$ cat config.mk
export PLATFORM = sky130hd
export DESIGN_NAME = c_source_line_classifier
export DESIGN_NICKNAME = d
export VERILOG_FILES = /design/src/sv/cslc_pkg.sv /design/src/sv/c_source_line_classifier.sv
export SDC_FILE = /design/constraint.sdc
export NUM_CORES = 1
export LEC_CHECK = 0
export ABC_AREA = 0
export BUFFER_PORTS_ARGS = -buffer_cell sky130_fd_sc_hd__buf_2
export CAP_MARGIN = 15
export CORE_MARGIN = 10
export CORE_UTILIZATION = 33
export CTS_CLUSTER_DIAMETER = 150
export DETAILED_ROUTE_END_ITERATION = 10
export MAX_ROUTING_LAYER = met4
export PLACE_DENSITY = 0.51
export RECOVER_POWER = 100
export SLEW_MARGIN = 5
export SYNTH_ARGS = -nofsm -noshare
export SYNTH_HDL_FRONTEND = slang
export SYNTH_SLANG_ARGS = --single-unit
export TNS_END_PERCENT = 10
$ cat constraint.sdc
create_clock -name clk -period 7.86 [get_ports clk]
set_clock_uncertainty 0.15 [all_clocks]
set_input_delay 1.179 -clock clk [delete_from_list [all_inputs] [get_ports clk]]
set_output_delay 1.179 -clock clk [all_outputs]
set_load 0.01 [all_outputs]
$ cat src/sv/cslc_pkg.sv
// ----------------------------------------------------------------------------
// cslc_pkg - shared types and constants for the C source line classifier
// Character codes, opcodes, counter slots and the blank-character test.
// ----------------------------------------------------------------------------
package cslc_pkg;

    localparam int OUT_BITS = 32;   // width of each reported counter field
    localparam int NUM_CNT  = 5;

    typedef logic [7:0] char_t;
    typedef logic [2:0] cnt_idx_t;

    // opcodes
    localparam logic OP_CHAR  = 1'b0;
    localparam logic OP_CLEAR = 1'b1;

    // counter slots
    localparam cnt_idx_t CNT_TOTAL   = 3'd0;
    localparam cnt_idx_t CNT_BLANK   = 3'd1;
    localparam cnt_idx_t CNT_CODE    = 3'd2;
    localparam cnt_idx_t CNT_COMMENT = 3'd3;
    localparam cnt_idx_t CNT_INLINE  = 3'd4;

    // characters of interest
    localparam char_t CH_STAR   = 8'h2A;
    localparam char_t CH_SLASH  = 8'h2F;
    localparam char_t CH_BSLASH = 8'h5C;
    localparam char_t CH_DQUOTE = 8'h22;
    localparam char_t CH_SPACE  = 8'h20;
    localparam char_t CH_TAB    = 8'h09;
    localparam char_t CH_CR     = 8'h0D;

    // space, tab, newline, vertical tab, form feed, carriage return
    function automatic logic is_blank(input char_t c);
        return (c == CH_SPACE) || ((c >= CH_TAB) && (c <= CH_CR));
    endfunction

endpackage

$ cat src/sv/c_source_line_classifier.sv
// ----------------------------------------------------------------------------
// c_source_line_classifier - per-line sorter and counter for C source text
// Character-per-beat parser with saturating line-class counters.
// ----------------------------------------------------------------------------
// One character beat in, one result beat out, one beat per clock sustained while out_ready stays high.
// A beat goes through an input register, is parsed against the state left by
// the beat before it, and lands in the result register when that is free or
// being emptied; while a result waits the input register takes one more beat
// and then holds in_ready low until the result is taken. The
// parser tracks block comments, strings with backslash escapes and the rest of
// a line after a double slash, looking one character ahead for slash-star,
// star-slash and double slash. The star that opens a block comment counts as
// comment text, so slash-star-slash opens and shuts a comment. A beat flagged
// line_end closes the line: total plus exactly one of blank, code or comment
// only is bumped, and inline as well for code lines with comment text. Counters
// are COUNT_BITS wide, saturate, and report their low 32 bits. A clear beat
// zeroes all counters and parser state and reports zeros with line_done low.
// ----------------------------------------------------------------------------
module c_source_line_classifier #(
    parameter int COUNT_BITS = 32
) (
    input  logic        clk,
    input  logic        rst_n,
    // input channel
    input  logic        in_valid,
    output logic        in_ready,
    input  logic        opcode,
    input  logic [7:0]  char_code,
    input  logic        line_end,
    // result channel
    output logic        out_valid,
    input  logic        out_ready,
    output logic [31:0] total_lines,
    output logic [31:0] blank_lines,
    output logic [31:0] code_lines,
    output logic [31:0] comment_only_lines,
    output logic [31:0] inline_comment_lines,
    output logic        line_done
);

    localparam int OUT_W = cslc_pkg::OUT_BITS;
    localparam int MIN_W = (COUNT_BITS < OUT_W) ? COUNT_BITS : OUT_W;

    typedef logic [COUNT_BITS-1:0] cnt_t;
    typedef logic [OUT_W-1:0]      outw_t;

    // input register stage
    logic               s1_valid_reg;
    logic               s1_opcode_reg;
    cslc_pkg::char_t    s1_char_reg;
    logic               s1_end_reg;

    // parser state
    logic in_block_reg,    in_block_next;
    logic in_string_reg,   in_string_next;
    logic escape_reg,      escape_next;
    logic skip_reg,        skip_next;
    logic held_valid_reg,  held_valid_next;
    logic has_code_reg,    has_code_next;
    logic has_comment_reg, has_comment_next;
    cnt_t cnt_reg  [cslc_pkg::NUM_CNT];
    cnt_t cnt_next [cslc_pkg::NUM_CNT];

    // result register
    logic  out_valid_reg;
    outw_t res_reg  [cslc_pkg::NUM_CNT];
    outw_t res_next [cslc_pkg::NUM_CNT];
    logic  done_reg, done_next;

    logic s1_go;
    logic consumed;

    // stage 1 moves on when the result register is free or being emptied
    assign s1_go    = s1_valid_reg && (!out_valid_reg || out_ready);
    assign in_ready = !s1_valid_reg || s1_go;

    // ---- parse one character against the current state ----
    always_comb
    begin
        in_block_next    = in_block_reg;
        in_string_next   = in_string_reg;
        escape_next      = escape_reg;
        skip_next        = skip_reg;
        held_valid_next  = held_valid_reg;
        has_code_next    = has_code_reg;
        has_comment_next = has_comment_reg;
        done_next        = 1'b0;
        consumed         = 1'b0;
        for (int k = 0; k < cslc_pkg::NUM_CNT; k++)
        begin
            cnt_next[k] = cnt_reg[k];
        end

        if (s1_opcode_reg == cslc_pkg::OP_CLEAR)
        begin
            in_block_next    = 1'b0;
            in_string_next   = 1'b0;
            escape_next      = 1'b0;
            skip_next        = 1'b0;
            held_valid_next  = 1'b0;
            has_code_next    = 1'b0;
            has_comment_next = 1'b0;
            for (int k = 0; k < cslc_pkg::NUM_CNT; k++)
            begin
                cnt_next[k] = '0;
            end
        end
        else
        begin
            if (!skip_reg)
            begin
                // resolve the held slash or star against this character
                if (held_valid_reg)
                begin
                    held_valid_next = 1'b0;
                    if (in_block_reg)
                    begin
                        if (s1_char_reg == cslc_pkg::CH_SLASH)
                        begin
                            in_block_next = 1'b0;
                            consumed      = 1'b1;
                        end
                    end
                    else if (s1_char_reg == cslc_pkg::CH_STAR)
                    begin
                        in_block_next    = 1'b1;
                        has_comment_next = 1'b1;
                    end
                    else if (s1_char_reg == cslc_pkg::CH_SLASH)
                    begin
                        has_comment_next = 1'b1;
                        skip_next        = 1'b1;
                        consumed         = 1'b1;
                    end
                    else
                    begin
                        has_code_next = 1'b1;
                    end
                end

                // ordinary handling (note: sees the updated modes)
                if (!consumed && !skip_next)
                begin
                    if (escape_reg)
                    begin
                        escape_next = 1'b0;
                    end
                    else if (cslc_pkg::is_blank(s1_char_reg))
                    begin
                    end
                    else if (in_block_next)
                    begin
                        has_comment_next = 1'b1;
                        if (s1_char_reg == cslc_pkg::CH_STAR)
                        begin
                            held_valid_next = 1'b1;
                        end
                    end
                    else if (in_string_reg)
                    begin
                        has_code_next = 1'b1;
                        if (s1_char_reg == cslc_pkg::CH_BSLASH)
                        begin
                            escape_next = 1'b1;
                        end
                        else if (s1_char_reg == cslc_pkg::CH_DQUOTE)
                        begin
                            in_string_next = 1'b0;
                        end
                    end
                    else if (s1_char_reg == cslc_pkg::CH_SLASH)
                    begin
                        held_valid_next = 1'b1;
                    end
                    else
                    begin
                        has_code_next = 1'b1;
                        if (s1_char_reg == cslc_pkg::CH_DQUOTE)
                        begin
                            in_string_next = 1'b1;
                        end
                    end
                end
            end

            if (s1_end_reg)
            begin
                // a lone slash left at line end is code; a held star is not
                if (held_valid_next && !skip_next && !in_block_next)
                begin
                    has_code_next = 1'b1;
                end

                if (cnt_reg[cslc_pkg::CNT_TOTAL] != '1)
                begin
                    cnt_next[cslc_pkg::CNT_TOTAL] = cnt_reg[cslc_pkg::CNT_TOTAL] + cnt_t'(1);
                end
                if (has_code_next)
                begin
                    if (cnt_reg[cslc_pkg::CNT_CODE] != '1)
                    begin
                        cnt_next[cslc_pkg::CNT_CODE] = cnt_reg[cslc_pkg::CNT_CODE] + cnt_t'(1);
                    end
                    if (has_comment_next && (cnt_reg[cslc_pkg::CNT_INLINE] != '1))
                    begin
                        cnt_next[cslc_pkg::CNT_INLINE] =
                            cnt_reg[cslc_pkg::CNT_INLINE] + cnt_t'(1);
                    end
                end
                else if (has_comment_next)
                begin
                    if (cnt_reg[cslc_pkg::CNT_COMMENT] != '1)
                    begin
                        cnt_next[cslc_pkg::CNT_COMMENT] =
                            cnt_reg[cslc_pkg::CNT_COMMENT] + cnt_t'(1);
                    end
                end
                else if (cnt_reg[cslc_pkg::CNT_BLANK] != '1)
                begin
                    cnt_next[cslc_pkg::CNT_BLANK] = cnt_reg[cslc_pkg::CNT_BLANK] + cnt_t'(1);
                end

                has_code_next    = 1'b0;
                has_comment_next = 1'b0;
                skip_next        = 1'b0;
                escape_next      = 1'b0;
                held_valid_next  = 1'b0;
                done_next        = 1'b1;
            end
        end

        // report the low bits, zero-extended when counters are narrow
        for (int k = 0; k < cslc_pkg::NUM_CNT; k++)
        begin
            res_next[k]            = '0;
            res_next[k][MIN_W-1:0] = cnt_next[k][MIN_W-1:0];
        end
    end

    // ---- control registers ----
    always_ff @(posedge clk or negedge rst_n)
    begin
        if (!rst_n)
        begin
            s1_valid_reg    <= 1'b0;
            out_valid_reg   <= 1'b0;
            in_block_reg    <= 1'b0;
            in_string_reg   <= 1'b0;
            escape_reg      <= 1'b0;
            skip_reg        <= 1'b0;
            held_valid_reg  <= 1'b0;
            has_code_reg    <= 1'b0;
            has_comment_reg <= 1'b0;
            for (int k = 0; k < cslc_pkg::NUM_CNT; k++)
            begin
                cnt_reg[k] <= '0;
            end
        end
        else
        begin
            if (in_ready)
            begin
                s1_valid_reg <= in_valid;
            end

            if (s1_go)
            begin
                out_valid_reg   <= 1'b1;
                in_block_reg    <= in_block_next;
                in_string_reg   <= in_string_next;
                escape_reg      <= escape_next;
                skip_reg        <= skip_next;
                held_valid_reg  <= held_valid_next;
                has_code_reg    <= has_code_next;
                has_comment_reg <= has_comment_next;
                for (int k = 0; k < cslc_pkg::NUM_CNT; k++)
                begin
                    cnt_reg[k] <= cnt_next[k];
                end
            end
            else if (out_ready)
            begin
                out_valid_reg <= 1'b0;
            end
        end
    end

    // ---- payload registers ----
    always_ff @(posedge clk)
    begin
        if (in_ready && in_valid)
        begin
            s1_opcode_reg <= opcode;
            s1_char_reg   <= char_code;
            s1_end_reg    <= line_end;
        end
        if (s1_go)
        begin
            done_reg <= done_next;
            for (int k = 0; k < cslc_pkg::NUM_CNT; k++)
            begin
                res_reg[k] <= res_next[k];
            end
        end
    end

    assign out_valid            = out_valid_reg;
    assign total_lines          = res_reg[cslc_pkg::CNT_TOTAL];
    assign blank_lines          = res_reg[cslc_pkg::CNT_BLANK];
    assign code_lines           = res_reg[cslc_pkg::CNT_CODE];
    assign comment_only_lines   = res_reg[cslc_pkg::CNT_COMMENT];
    assign inline_comment_lines = res_reg[cslc_pkg::CNT_INLINE];
    assign line_done            = done_reg;

endmodule

# --- Yosys cells after proc, flatten, opt, wreduce, memory -nomap -nowiden ---
# Memories as Yosys holds them, arrays and structs flattened.
# Index checks and enable logic that the tools add are counted.
op_classes:
  addsub: 5
  magnitude_cmp: 2
  eq_ne: 15
  n_mux: 98
  reduce_logical: 21
op_table:
  columns: ["op", "count"]
  rows:
  - ["2-to-1 mux 32 bit", 11]
  - ["2-to-1 mux 160 bit", 2]
  - ["adder 32 x 1 -> 32 bit, second input constant", 5]
  - ["!= test 32 bit, second input constant", 5]
  - ["2-to-1 mux 1 bit", 85]
  - ["== test 8 x 6 -> 1 bit, second input constant", 4]
  - ["== test 8 x 7 -> 1 bit, second input constant", 1]
  - [">= comparator 8 x 4 -> 1 bit, second input constant", 1]
  - ["<= comparator 8 x 4 -> 1 bit, second input constant", 1]
  - ["!= test 2 bit, second input constant", 4]
  - ["logical AND 1 bit", 7]
  - ["zero test 1 bit", 6]
  - ["AND reduction 6 bit", 1]
  - ["nonzero test 2 bit", 2]
  - ["logical OR 1 bit", 3]
  - ["!= test 3 bit, second input constant", 1]
  - ["AND reduction 3 bit", 1]
  - ["nonzero test 3 bit", 1]
word_totals:
  reg_bits: 180
  mem_bits_rw: 160
  elab_cells: 160
  memories: 1
mem_list:
  columns: ["memory", "depth", "width", "read_ports", "rd_ports_with_merged_regs", "wr", "line", "rtl"]
  rows:
  - ["res_reg", 5, 32, 5, 0, 5, "c_source_line_classifier.sv:66", "outw_t res_reg [cslc_pkg::NUM_CNT];"]

# --- Longest topological paths before layout ---
logic_depth:
  depth_word: 20
  ltp_mapped: 12

# --- Least setup slack after synthesis ---
# OpenSTA, ideal clock, no wires.
synth_timing:
  kind: "input-to-reg"
  start: "input port out_ready"
  end: "register cnt_reg[155] (netlist name)"
  setup_time_ns: 0.125
  arrival_time_ns: 7.030
  required_ns: 7.585
  setup_slack_ns: 0.555
  cell_stages: 8
  path_cell_list: "nand2b_1 > nand2_1 > inv_1 > clkbuf_1 > clkbuf_1 > o21ai_0 > nand2_1 > nand2_1"
synth_via:
  elab_chain_len: 2
synth_lines:
  columns: ["item", "line", "rtl"]
  rows:
  - ["from (decl)", "c_source_line_classifier.sv:32", "input logic out_ready,"]
  - ["logical OR 1 bit", "c_source_line_classifier.sv:74", "assign s1_go = s1_valid_reg && (!out_valid_reg || out_ready);"]
  - ["logical AND 1 bit", "c_source_line_classifier.sv:74", null]
  - ["net s1_go", "c_source_line_classifier.sv:70", "logic s1_go;"]
  - ["to (signal, indexed assignment)", "c_source_line_classifier.sv:278", "cnt_reg[k] <= cnt_next[k];"]
  - ["to (decl)", "c_source_line_classifier.sv:61", "cnt_t cnt_reg [cslc_pkg::NUM_CNT];"]
# The timed path passes the listed nets, and every way through them passes these cells.
# A chain may end at the register's enable or synchronous reset.

==> flow_summary.ini <==
[worst_setup_path]
path_max_fanout = 12
crit_required_ns = 7.87
r2r-start = s1_char_reg[4]
slowest_delay_ns = 1.53
worstPathCellList = or3_1, nor4_1, o2bb2ai_1, o31ai_1, nand3_1, or4b_2, xor2_1, nor2_1
cp_num_buf_inv = 0
reg2reg_to = res_reg[0][147]
critical_path.slowest_cell = o31ai_1
crit_cells = 8
cp-startpoint = s1_char_reg[4]
crit_path_end_kind = flip-flop
path_delay_family = simple AND/OR/NAND/NOR gates
r2r_slack_ns = 2.40
critical_path_class = reg -> reg
critPathCapture = res_reg[0][147]
startpoint_type = flip-flop
worstRegToRegCells = 8
cp.arrival_ns = 5.46

[clock_tree]
cts_setup_buffers = 0
clkSlewWorstSetupHoldPaths_ns = 0.06
cts_sinks = 340
clk_latency_ns = 0.56
clk_path_buf_depth = 3
hold_buffers = 0
ctsResizeCount = 0
cts_tree = built
root_buffer = clkbuf_16
cts_made_buffers = 41
htreeDepth = 2

[drt]
detail_route.first_pass.iterations = 5
antenna_left = 0
vias_per_cell = 5.296
wirelength_mm = 49.06
avgRoutedWirePerCell_um = 18.49
drtIter0Drc = 1186
vias = 14050
drc_errors = 0

[floorplanning]
core.rowCount = 85
io_pins = 177
start_util_pct = 33.23
dieWidth_um = 252.5
core_region_area_um2 = 53710
die_area_um2 = 63780
dieHeight_um = 252.5

[logic_synthesis]
yosys.area.top_type_share_pct = 28.78
synth_cell_types = 77
synth_warnings = 0
netlist_area_um2 = 17840
synthCells = 1814
netlist_top_cells_area = edfxtp_1 (29%), dfrtp_1 (24%), nor2_1 (5.6%)
synth_seq_cells = 340
ys.flop_type = edfxtp_1
synth.avg_cell_area_um2 = 9.837
syn_nets = 1833
synth_edf_count = 171
ys_seq_area_share_pct = 52.48
yosysTopAreaCell = edfxtp_1
ys_async_sr_fraction_pct = 49.71

[global_routing]
antenna_found_initial = 0
grt_max_degree = 197
grt_overflow = 0
grtUsageTotal_pct = 15.52
grt_pass1_vias = 13630
grt_pass1_wl_mm = 78.23

[placed_design]
gp_congestion = 0.7950
placed_cell_area_um2 = 19270
dpl.hpwl_mm = 31.44
numPortBuffers = 176

[cells_and_area]
diodes = 0
final_nets = 1945
syn_to_final_growth_pct = 13.67
fin_area_um2 = 20280
post_route_cells_drive_above_1_share_pct = 5.008

[sta]
finalCritPeriodShare_pct = 69.44
worst_pin_slew_ns = 3.983
max_freq_mhz = 183.2
rsz0062_at_grt = no
fin_setup_tns_ns = 0
hold_ws_ns = 0.3721
final_hold_viol_count = 0
slew_violations = 394
slew_headroom_pct = -165.5
setup_viol = 0
min_period_ns = 5.458

[worst_hold_path]
worst_hold_path_type = reg -> reg
hold_depth = 1

[power_and_ir_drop]
peakVddDrop_uv = 121.0
cellLeakagePower_uw = 0.007696
p_per_area_nw_per_um2 = 227.6

[status]
status = complete, but fails checks
violations = max-capacitance violations, max-slew violations

[run]
cap_violations = 5
-- power breakdown --
| part | leakage, uW | total, uW | switching (uW) | internal, uW |
|---|---|---|---|---|
| Sequential | 0.00400 | 2210 | 155 | 2050 |
| Clock | 0.000652 | 1900 | 761 | 1140 |
| Combinational | 0.00304 | 505 | 342 | 163 |
| Total | 0.00770 | 4620 | 1260 | 3360 |
-- through the flow --
| step | instances | total power (uW) | setup slack, ns | utilization, % |
|---|---|---|---|---|
| after floorplan | 1814 | 2550 | 0.5549 | - |
| after global placement | 2579 | 2755 | 3.808 | 35.88 |
| after detailed placement | 2579 | 2770 | 3.723 | 35.88 |
| after CTS | 2653 | 4703 | 3.684 | 38.34 |
| after global routing | 2653 | 4853 | 1.886 | 37.77 |
| final | 2653 | 4617 | 2.402 | 37.77 |
-- area by class of cell --
| cell class | instances | area [um^2] |
|---|---|---|
| inverters | 20 | 82.58 |
| flip-flops and latches | 340 | 9364 |
| clock inverters | 21 | 230.2 |
| multi-input cells | 1332 | 7880 |
| repair buffers | 191 | 764.5 |
| well taps | 696 | 870.8 |
| clock buffers | 53 | 1091 |
| fillers | 5411 | 33420 |
-- cell usage in the layout, fill, tap and decap left out, types with 47 or more instances in the layout --
cell      count
clkbuf_1    186
xor2_1       63
xnor2_1      63
nand2_1     195
and3_1       55
edfxtp_1    171
nor2_1      267
nor3_1       47
nand3_1      83
o21ai_0     117
dfrtp_1     169
mux2i_1      67
-- logic make-up after synthesis --
family	synth area share, %
AO/OA/AOI/OAI	11.09
XOR/XNOR	6.184
adder cells (fa/ha/maj)	0.3506
buffers and inverters	3.155
flip-flops	52.48
multiplexers	3.948
AND/OR/NAND/NOR	22.80
-- how the worst min path moves through the flow --
stage	startpoint	endpoint	slack, ns
final	s1_valid_reg	out_valid	0.37
after global routing	s1_valid_reg	out_valid	0.39
after CTS	cnt_reg[158]	cnt_reg[158]	0.37
after detailed placement	cnt_reg[158]	cnt_reg[158]	0.36
after global placement	cnt_reg[158]	cnt_reg[158]	0.35
after floorplan	s1_valid_reg	out_valid	0.32
-- synth_stat cells, types with 16 or more instances --
library cell,n
nor3_1,46
mux2i_1,67
a21oi_1,24
and3_1,54
a31oi_1,20
and2_1,16
nand4_1,45
o31ai_1,27
o21ai_0,117
inv_1,20
xnor2_1,63
edfxtp_1,171
clkbuf_1,102
nand3_1,82
nor2_1,266
xor2_1,63
nand2_1,196
dfrtp_1,169
or3_1,26
nor4_1,22
or4_1,20
-- routing by layer --
metal	global-route usage (%)	routed length, um	vias to the layer above
met5	-	0	-
met4	3.600	847	0
met3	2.560	2121	58
met2	24.25	22790	318
met1	20.77	23290	6876
li1	-	-	6797
(Power assumes the default switching activity.)
